==> config.mk <==
export PLATFORM = sky130hd
export DESIGN_NAME = lca_setup
export DESIGN_NICKNAME = d
export VERILOG_FILES = /design/src/hdl/lca_pkg.sv /design/src/hdl/lca_setup.sv
export SDC_FILE = /design/constraint.sdc
export NUM_CORES = 2
export LEC_CHECK = 0
export BUFFER_PORTS_ARGS = -buffer_cell sky130_fd_sc_hd__buf_2
export CORE_MARGIN = 3
export CORE_UTILIZATION = 23
export CTS_CLUSTER_SIZE = 8
export DETAILED_ROUTE_END_ITERATION = 7
export HOLD_SLACK_MARGIN = 0.08
export SYNTH_ARGS = -nofsm -noshare
export SYNTH_HDL_FRONTEND = slang
export SYNTH_SLANG_ARGS = --single-unit
==> constraint.sdc <==
create_clock -name clk_i -period 14 [get_ports clk_i]
set_input_delay 2.1 -clock clk_i [delete_from_list [all_inputs] [get_ports clk_i]]
set_output_delay 2.1 -clock clk_i [all_outputs]
set_load 0.1 [all_outputs]
==> src/hdl/lca_pkg.sv <==
// shared constants, segment descriptor type and amplitude table builder
package lca_pkg;

  localparam int COORD_FRACTION_BITS = 4;
  localparam int AMPLITUDE_BITS      = 8;

  localparam int CFG_IDX_W  = 3;
  localparam int CFG_DATA_W = 24;

  localparam logic [CFG_IDX_W-1:0] CFG_FIRST_X         = 3'd0;
  localparam logic [CFG_IDX_W-1:0] CFG_FIRST_Y         = 3'd1;
  localparam logic [CFG_IDX_W-1:0] CFG_SECOND_X        = 3'd2;
  localparam logic [CFG_IDX_W-1:0] CFG_SECOND_Y        = 3'd3;
  localparam logic [CFG_IDX_W-1:0] CFG_STEEP_LIMIT     = 3'd4;
  localparam logic [CFG_IDX_W-1:0] CFG_CUTOFF_DISTANCE = 3'd5;

  localparam logic [15:0] STEEP_LIMIT_RESET = 16'd16384;
  localparam logic [15:0] CUTOFF_RESET      = 16'd333;

  localparam int ROOT_W = 27;

  // segment quantities derived once per configuration
  typedef struct packed {
    logic signed [15:0]  sx;
    logic signed [15:0]  sy;
    logic signed [15:0]  ex;
    logic signed [15:0]  ey;
    logic [15:0]         dx;
    logic signed [16:0]  dy;
    logic                neg;
    logic                steep;
    logic [ROOT_W-1:0]   root;
    logic [15:0]         cutoff;
  } seg_t;

  // distances above this give amplitude 0 anyway (3*d^3 reaches 12 in Q24)
  localparam int AMP_IDX_W     = 9;
  localparam int AMP_ROM_DEPTH = 1 << AMP_IDX_W;

  typedef logic [AMP_ROM_DEPTH-1:0][AMPLITUDE_BITS-1:0] amp_rom_t;

  localparam logic [63:0] Q30_ONE = 64'd1 << 30;

  // exp(-f) in Q30, f in Q24 up to 1.0, alternating series of 17 terms
  function automatic logic [63:0] exp_neg_frac(logic [63:0] f);
    logic [63:0] t;
    longint      s;
    t = Q30_ONE;
    s = longint'(Q30_ONE);
    t = ((t * f) >> 24) / 1;  s = s - longint'(t);
    t = ((t * f) >> 24) / 2;  s = s + longint'(t);
    t = ((t * f) >> 24) / 3;  s = s - longint'(t);
    t = ((t * f) >> 24) / 4;  s = s + longint'(t);
    t = ((t * f) >> 24) / 5;  s = s - longint'(t);
    t = ((t * f) >> 24) / 6;  s = s + longint'(t);
    t = ((t * f) >> 24) / 7;  s = s - longint'(t);
    t = ((t * f) >> 24) / 8;  s = s + longint'(t);
    t = ((t * f) >> 24) / 9;  s = s - longint'(t);
    t = ((t * f) >> 24) / 10; s = s + longint'(t);
    t = ((t * f) >> 24) / 11; s = s - longint'(t);
    t = ((t * f) >> 24) / 12; s = s + longint'(t);
    t = ((t * f) >> 24) / 13; s = s - longint'(t);
    t = ((t * f) >> 24) / 14; s = s + longint'(t);
    t = ((t * f) >> 24) / 15; s = s - longint'(t);
    t = ((t * f) >> 24) / 16; s = s + longint'(t);
    if (s < 0) s = 0;
    return 64'(s);
  endfunction

  // amplitude of one Q8.8 distance, cutoff not applied
  function automatic logic [AMPLITUDE_BITS-1:0] amp_of(logic [63:0] d);
    logic [63:0] x;
    logic [63:0] n;
    logic [63:0] e;
    logic [63:0] e1;
    logic [63:0] a;
    logic [63:0] amax;
    amax = (64'd1 << AMPLITUDE_BITS) - 64'd1;
    x = 64'd3 * d * d * d;
    n = x >> 24;
    if (n >= 64'd12) return '0;
    e  = exp_neg_frac(x & 64'hFF_FFFF);
    e1 = exp_neg_frac(64'd1 << 24);
    for (int i = 0; i < 12; i++) begin
      if (64'(i) < n) e = (e * e1) >> 30;
    end
    a = ((e << AMPLITUDE_BITS) + (64'd1 << 29)) >> 30;
    if (a > amax) a = amax;
    return a[AMPLITUDE_BITS-1:0];
  endfunction

  function automatic amp_rom_t amp_rom();
    amp_rom_t r;
    for (int d = 0; d < AMP_ROM_DEPTH; d++) begin
      r[d] = amp_of(64'(d));
    end
    return r;
  endfunction

endpackage

==> src/hdl/lca_setup.sv <==
// configuration registers and segment setup sequencer with bit-serial square root
module lca_setup (
  input  logic                           clk_i,
  input  logic                           rst_ni,
  input  logic                           cfg_we_i,
  input  logic [lca_pkg::CFG_IDX_W-1:0]  cfg_index_i,
  input  logic [lca_pkg::CFG_DATA_W-1:0] cfg_data_i,
  output lca_pkg::seg_t                  seg_o,
  output logic                           busy_o
);
  import lca_pkg::*;

  typedef enum logic [1:0] {ST_IDLE, ST_LOAD, ST_PROD, ST_ROOT} state_e;

  logic signed [15:0] first_x_q, first_y_q, second_x_q, second_y_q;
  logic [23:0]        steep_limit_q;
  logic [15:0]        cutoff_q;

  always_ff @(posedge clk_i or negedge rst_ni) begin
    if (!rst_ni) begin
      first_x_q     <= '0;
      first_y_q     <= '0;
      second_x_q    <= '0;
      second_y_q    <= '0;
      steep_limit_q <= 24'(STEEP_LIMIT_RESET);
      cutoff_q      <= CUTOFF_RESET;
    end else if (cfg_we_i) begin
      unique case (cfg_index_i)
        CFG_FIRST_X:         first_x_q     <= cfg_data_i[15:0];
        CFG_FIRST_Y:         first_y_q     <= cfg_data_i[15:0];
        CFG_SECOND_X:        second_x_q    <= cfg_data_i[15:0];
        CFG_SECOND_Y:        second_y_q    <= cfg_data_i[15:0];
        CFG_STEEP_LIMIT:     steep_limit_q <= cfg_data_i;
        CFG_CUTOFF_DISTANCE: cutoff_q      <= cfg_data_i[15:0];
        default: ;
      endcase
    end
  end

  // endpoint ordering: smaller x first, smaller y on equal x
  logic               swap;
  logic signed [15:0] osx, osy, oex, oey;
  logic signed [16:0] dxw, dyw;

  always_comb begin
    if (first_x_q == second_x_q) swap = second_y_q < first_y_q;
    else                         swap = second_x_q < first_x_q;
    osx = swap ? second_x_q : first_x_q;
    osy = swap ? second_y_q : first_y_q;
    oex = swap ? first_x_q  : second_x_q;
    oey = swap ? first_y_q  : second_y_q;
    dxw = {oex[15], oex} - {osx[15], osx};
    dyw = {oey[15], oey} - {osy[15], osy};
  end

  state_e             state_q;
  logic signed [15:0] sx_q, sy_q, ex_q, ey_q;
  logic [15:0]        dx_q;
  logic signed [16:0] dy_q;
  logic [15:0]        ady_q;
  logic               neg_q, steep_q;
  logic [53:0]        rad_q;
  logic [28:0]        rem_q;
  logic [ROOT_W-1:0]  root_q;
  logic [4:0]         cnt_q;

  logic [32:0]        len2;
  logic signed [41:0] slope_lhs, slope_rhs;
  logic [30:0]        rem_t, trial;

  always_comb begin
    len2      = 33'(dx_q * dx_q) + 33'(ady_q * ady_q);
    slope_lhs = {{17{dy_q[16]}}, dy_q, 8'b0};
    slope_rhs = $signed({2'b0, 40'(steep_limit_q * dx_q)});
    rem_t     = {rem_q, rad_q[53:52]};
    trial     = {2'b0, root_q, 2'b01};
  end

  always_ff @(posedge clk_i or negedge rst_ni) begin
    if (!rst_ni) begin
      state_q <= ST_LOAD;
      cnt_q   <= '0;
    end else if (cfg_we_i) begin
      state_q <= ST_LOAD;
    end else begin
      unique case (state_q)
        ST_IDLE: ;
        ST_LOAD: begin
          sx_q    <= osx;
          sy_q    <= osy;
          ex_q    <= oex;
          ey_q    <= oey;
          dx_q    <= dxw[15:0];
          dy_q    <= dyw;
          ady_q   <= dyw[16] ? 16'(-dyw) : dyw[15:0];
          neg_q   <= (dxw != '0) && dyw[16];
          state_q <= ST_PROD;
        end
        ST_PROD: begin
          rad_q   <= {1'b0, len2, 20'b0};
          steep_q <= (dx_q == '0) || (slope_lhs > slope_rhs);
          rem_q   <= '0;
          root_q  <= '0;
          cnt_q   <= 5'(ROOT_W - 1);
          state_q <= ST_ROOT;
        end
        ST_ROOT: begin
          rad_q <= {rad_q[51:0], 2'b00};
          if (rem_t >= trial) begin
            rem_q  <= 29'(rem_t - trial);
            root_q <= {root_q[ROOT_W-2:0], 1'b1};
          end else begin
            rem_q  <= rem_t[28:0];
            root_q <= {root_q[ROOT_W-2:0], 1'b0};
          end
          cnt_q <= cnt_q - 5'd1;
          if (cnt_q == '0) state_q <= ST_IDLE;
        end
        default: state_q <= ST_LOAD;
      endcase
    end
  end

  always_comb begin
    seg_o.sx     = sx_q;
    seg_o.sy     = sy_q;
    seg_o.ex     = ex_q;
    seg_o.ey     = ey_q;
    seg_o.dx     = dx_q;
    seg_o.dy     = dy_q;
    seg_o.neg    = neg_q;
    seg_o.steep  = steep_q;
    seg_o.root   = root_q;
    seg_o.cutoff = cutoff_q;
    busy_o       = state_q != ST_IDLE;
  end

endmodule

After elaboration in Yosys (flattened, before gate mapping)
Cells that the tools add are included.
{ "totals": {"regBits": 336, "input_bits": 30, "output_inout_bits": 143, "elab_cells": 79} }
{ "classes": {"addsub": 6, "mul": 3, "n_lt_le_gt_ge": 4, "n_eq_ne": 10, "muxes": 15, "bitwise_logic": 1, "reduce_logical": 20} }
{ "ops": {"columns": ["cell", "count"], "rows": [
  ["54-bit case mux with 2 select lines", 1],
  ["16-bit 2-to-1 mux", 5],
  ["16-bit by 16-bit multiplier with 32-bit output", 2],
  ["29-bit case mux with 2 select lines", 1],
  ["27-bit case mux with 2 select lines", 1],
  ["25-bit by 41-bit > comparator with 1-bit output", 1],
  ["24-bit by 16-bit multiplier with 40-bit output", 1],
  ["16-bit by 16-bit subtractor with 17-bit output", 2],
  ["32-bit by 32-bit adder with 33-bit output", 1],
  ["16-bit < comparator", 2],
  ["31-bit by 29-bit >= comparator with 1-bit output", 1],
  ["29-bit 2-to-1 mux", 1],
  ["29-bit subtractor", 1],
  ["17-bit nonzero test", 1],
  ["16-bit equality test", 1],
  ["16-bit logical NOT", 1],
  ["16-bit negator", 1],
  ["2-bit AND reduction", 8],
  ["5-bit case mux with 2 select lines", 1],
  ["3-bit AND reduction", 3],
  ["3-bit by 2-bit equality test with 1-bit output (second input constant)", 2],
  ["3-bit equality test (second input constant)", 2],
  ["2-bit case mux with 3 select lines", 1],
  ["5-bit logical NOT", 1],
  ["other kinds (13)", 17]
]} }

Depth between registers and ports, before layout
{ "depth": {"depth_word": 6, "mapped_depth": 41, "ltp_nobuf": 40} }

Worst setup path after synthesis
OpenSTA, ideal clock, no wires.
{ "synth_path": {"path_kind": "reg-to-reg", "from": "reg dx_q[8]", "to": "reg rad_q[52] (data pin)", "setup_time_ns": 0.270, "t_arrival_ns": 8.530, "t_required_ns": 13.730, "slack_ns": 5.199, "path_stages_with_launch": 33, "path_buffers": 2, "period_less_slack_ns": 8.801, "cell_sequence": "edfxtp_1 -> clkbuf_1 -> clkbuf_1 -> nand2_1 -> inv_1 -> fa_1 -> fa_1 -> fa_1 -> inv_1 -> fa_1 -> inv_1 -> fa_1 -> inv_1 -> fa_1 -> inv_1 -> fa_1 -> inv_1 -> fa_1 -> inv_1 -> ha_1 -> a21o_1 -> a21oi_1 -> o21ai_0 -> a21oi_1 -> a2bb2oi_1 -> o31ai_1 -> o211a_1 -> o21a_1 -> o21a_1 -> or4_1 -> a31oi_1 -> xnor2_1 -> a21oi_1"} }
{ "synth_between": {"elab_chain_len": 3} }
{ "synth_lines": {"columns": ["element", "line_no", "rtl"], "rows": [
  ["start, declared", "lca_setup.sv:58", "logic [15:0] dx_q;"],
  ["start signal, assigned", "lca_setup.sv:93", "dx_q <= dxw[15:0];"],
  ["16-bit by 16-bit multiplier with 32-bit output", "lca_setup.sv:72", "len2 = 33'(dx_q * dx_q) + 33'(ady_q * ady_q);"],
  ["32-bit by 32-bit adder with 33-bit output", "lca_setup.sv:72", null],
  ["54-bit case mux with 2 select lines", "lca_setup.sv:86", "unique case (state_q)"],
  ["end signal, assigned", "lca_setup.sv:100", "rad_q <= {1'b0, len2, 20'b0};"],
  ["end signal, assigned", "lca_setup.sv:108", "rad_q <= {rad_q[51:0], 2'b00};"],
  ["end, declared", "lca_setup.sv:62", "logic [53:0] rad_q;"]
]} }
No other way between the ends. The select of a mux whose other input is x is not followed.
A chain may end at the register's enable or synchronous reset.

Worst setup path in the final report
{ "layout_path": {"from": "reg dx_q[9]", "to": "reg steep_q (data pin)"} }
{ "layout_between": {"elab_chain_len": 3, "word_cells_on_any_way": 4, "cone_classes": "mul: 1; order compare: 1; reduce/logical: 2"} }
{ "layout_lines": {"columns": ["element", "line_no", "rtl"], "rows": [
  ["24-bit by 16-bit multiplier with 40-bit output", "lca_setup.sv:74", "slope_rhs = $signed({2'b0, 40'(steep_limit_q * dx_q)});"],
  ["25-bit by 41-bit > comparator with 1-bit output", "lca_setup.sv:101", "steep_q <= (dx_q == '0) || (slope_lhs > slope_rhs);"],
  ["1-bit logical OR (*)", "lca_setup.sv:101", null],
  ["end signal, assigned", "lca_setup.sv:101", null],
  ["end, declared", "lca_setup.sv:61", "logic neg_q, steep_q;"]
]} }
Mark *: on every way between the ends. The rest lies on a longest branch, timed or not.

==> reports/metrics.cfg <==
[clocking]
numClockSinks=315
ctsRootBufferMaster=clkbuf_16
cts_buffers=46
clk_latency_ns=0.63
cts-resized-gates=0
holdBufCountCts=0
clkSlewWorstSetupHoldPaths_ns=0.06
cts_setup_buffers=0
h-tree-depth=2
cts_tree=yes
clockBufferDepth=3

[global_route]
grt_first_pass_wirelength_um=191000
grt-ovfl-total=0
first_global_vias=33900
antenna_found_initial=7
grt_start_max_net_pins=74
track_usage_pct=12.2

[detailed_routing]
wirelength_um=118000
firstDrtPassIters=5
wire_per_inst_um=16.3
ant_nets=0
drc=0
vias=31400
drt-vias-per-instance=4.35
drt-initial-drc-count=1811

[run]
maxCapViolCount=0

[sta]
drv_slew=0
rsz0062_at_grt=no
finClkSkew_ns=0.0669
setup_violations=0
fin_crit_sh_pct=68.6
hold_ws_ns=0.505
setup_slack_ns=4.39
hold_viol=0
setup-tns-final_ns=0
worst_pin_slew_ns=1.12
finalCriticalPeriod_ns=9.61
max_freq_mhz=104
maxSlewHeadroom_pct=25.2

[synthesis]
avgSynthCellArea_um2=9.53
synth_nets=5742
synth_edf_count=204
ys_seq_area_share_pct=20.3
synth_cells=4612
yosysWarnings=0
synth_area_um2=43900
synth_flop_cell=edfxtp_1
yosysUniqueCellTypes=81
synth_seq_cells=315
async_reset_ff_share_pct=35.2

[final_layout]
nets=5834
syn2layout_area_growth_pct=11.6
nFillCells=20000
fin_area_um2=49000
layout_common_cells=inv_1 (1004), fa_1 (695), nand2_1 (552)
final_common_cell=inv_1
drive_gt1_share_pct=7.98

[worst_setup_path]
worstPathArrival_ns=10.06
reg2regPathDepth=34
crit_top_cell=fa_1
r2r-start=dx_q[9]$_DFFE_PP_
crit_end=steep_q$_DFFE_PP_
startpoint=dx_q[9]$_DFFE_PP_
rrSetupSlack_ns=4.39
critPathCaptureType=flop
cp_data_required_time_ns=14.45
critPathLaunchType=flop
critPathKind=flop to flop
slowest_stage=nor3_1
critPathMaxFanout=40
r2r-end=steep_q$_DFFE_PP_
crit_path_max_incr_delay_ns=0.77

[die]
initial_core_util_pct=23.3
core-area_um2=189000
die_w_um=443
ioPinCount=173
num_rows=159
fp.dieArea_um2=196000
die_y_um=443

[worst_hold_path]
worstHoldPathType=flop to flop
holdPathStages=1
worstHoldStart=cutoff_q[4]$_DFFE_PN0P_

[placed_design]
place_worst_setup_slack_ns=4.44
hpwl_um=94300
gp_congestion=0.879
postPlaceCellArea_um2=47600
port_buffers=172

[outcome]
outcome=finished, final reports clean

## synthesized netlist by cell type (7+ instances only)
cell,instances,area [um2]
nor3_1,29,145
nand3_1,48,240
fa_1,695,13900
a21oi_1,119,596
o31ai_1,17,128
nor2b_1,30,188
nand2b_1,26,163
a21o_1,60,450
clkbuf_1,151,567
edfxtp_1,204,6130
o21a_1,20,150
or3_1,10,62.6
buf_2,9,45.0
or2_2,10,62.6
o211ai_1,16,120
a21boi_0,9,67.6
xor2_1,40,350
a211oi_1,19,143
nor4_1,13,81.3
a31oi_1,11,68.8
nand2_1,553,2080
ha_1,405,5070
nor2_1,183,687
nand4_1,22,138
mux2_2,71,800
xnor2_1,89,780
and2_1,260,1630
dfstp_2,7,184
o21bai_1,20,150
mux2i_1,32,320
inv_1,1004,3770
and3_1,15,93.8
o22ai_1,10,62.6
dfrtp_1,104,2600
o21ai_0,189,946
## metrics by stage
stage	instances	utilization (%)
after floorplan	4612	-
after global placement	7151	25.2
after detailed placement	7151	25.2
after CTS	7231	26.0
after global routing	7231	26.0
final	7233	26.0
## layer usage
| layer | routed length [um] | global-route usage [%] |
|---|---|---|
| met4 | 3710 | 3.70 |
| met1 | 51400 | 15.7 |
| met3 | 6140 | 2.05 |
| met2 | 56900 | 20.7 |
| met5 | 13 | 0 |
## worst min path at each step
| stage | to |
|---|---|
| final | cutoff_q[4]$_DFFE_PN0P_ |
| after global routing | cutoff_q[4]$_DFFE_PN0P_ |
| after global placement | cutoff_q[4]$_DFFE_PN0P_ |
| after CTS | cutoff_q[1]$_DFFE_PN0P_ |
| after floorplan | rad_q[22]$_DFFE_PP_ |
| after detailed placement | cutoff_q[1]$_DFFE_PN0P_ |
## registers in the layout (all words and copies together), names as in the netlist, 16 cells and up
register,cells
second_x_q,16
root_q,27
second_y_q,16
sy_q,16
dx_q,16
sx_q,16
ey_q,16
ex_q,16
first_x_q,16
rad_q,34
rem_q,29
dy_q,17
steep_limit_q,24
first_y_q,16
cutoff_q,16
## logic make-up (layout without fill, tap and decap cells)
group                      count (synthesis)  count (layout)  synth area share (%)
buffers and inverters                   1175            1299                  10.1
muxes                                    103             103                  2.55
DFF                                      315             315                  20.3
AOI/OAI and AO/OA                        557             557                  7.93
xor gates and xnor gates                 129             129                  2.57
and+or+nand+nor                         1233            1233                  13.4
adders and majority gates               1100            1100                  43.2
other                                      0               2                     0
## worst max-delay path: cells and delay by family, from the launching register on
family | cells | cell delay, ns
AOI/OAI and AO/OA | 12 | 2.44
xor gates and xnor gates | 1 | 0.10
adders and majority gates | 8 | 3.62
buffers and inverters | 4 | 0.62
DFF | 1 | 0.32
and+or+nand+nor | 9 | 2.29
## final cells by class
class	count	area [um2]	share of cell area [%]
clock inverter	6	104	0.212
timing repair buffer	215	1190	2.42
antenna	2	5.00	0.0102
sequential	315	8910	18.2
tap	2495	3120	6.37
clock buffer	74	1270	2.58
multi-input combinational	3122	30600	62.5
inverter	1004	3770	7.69
Power is left out: the tool's default activity adds up to more than one toggle a clock period on the data nets, which glitch-free logic cannot reach.
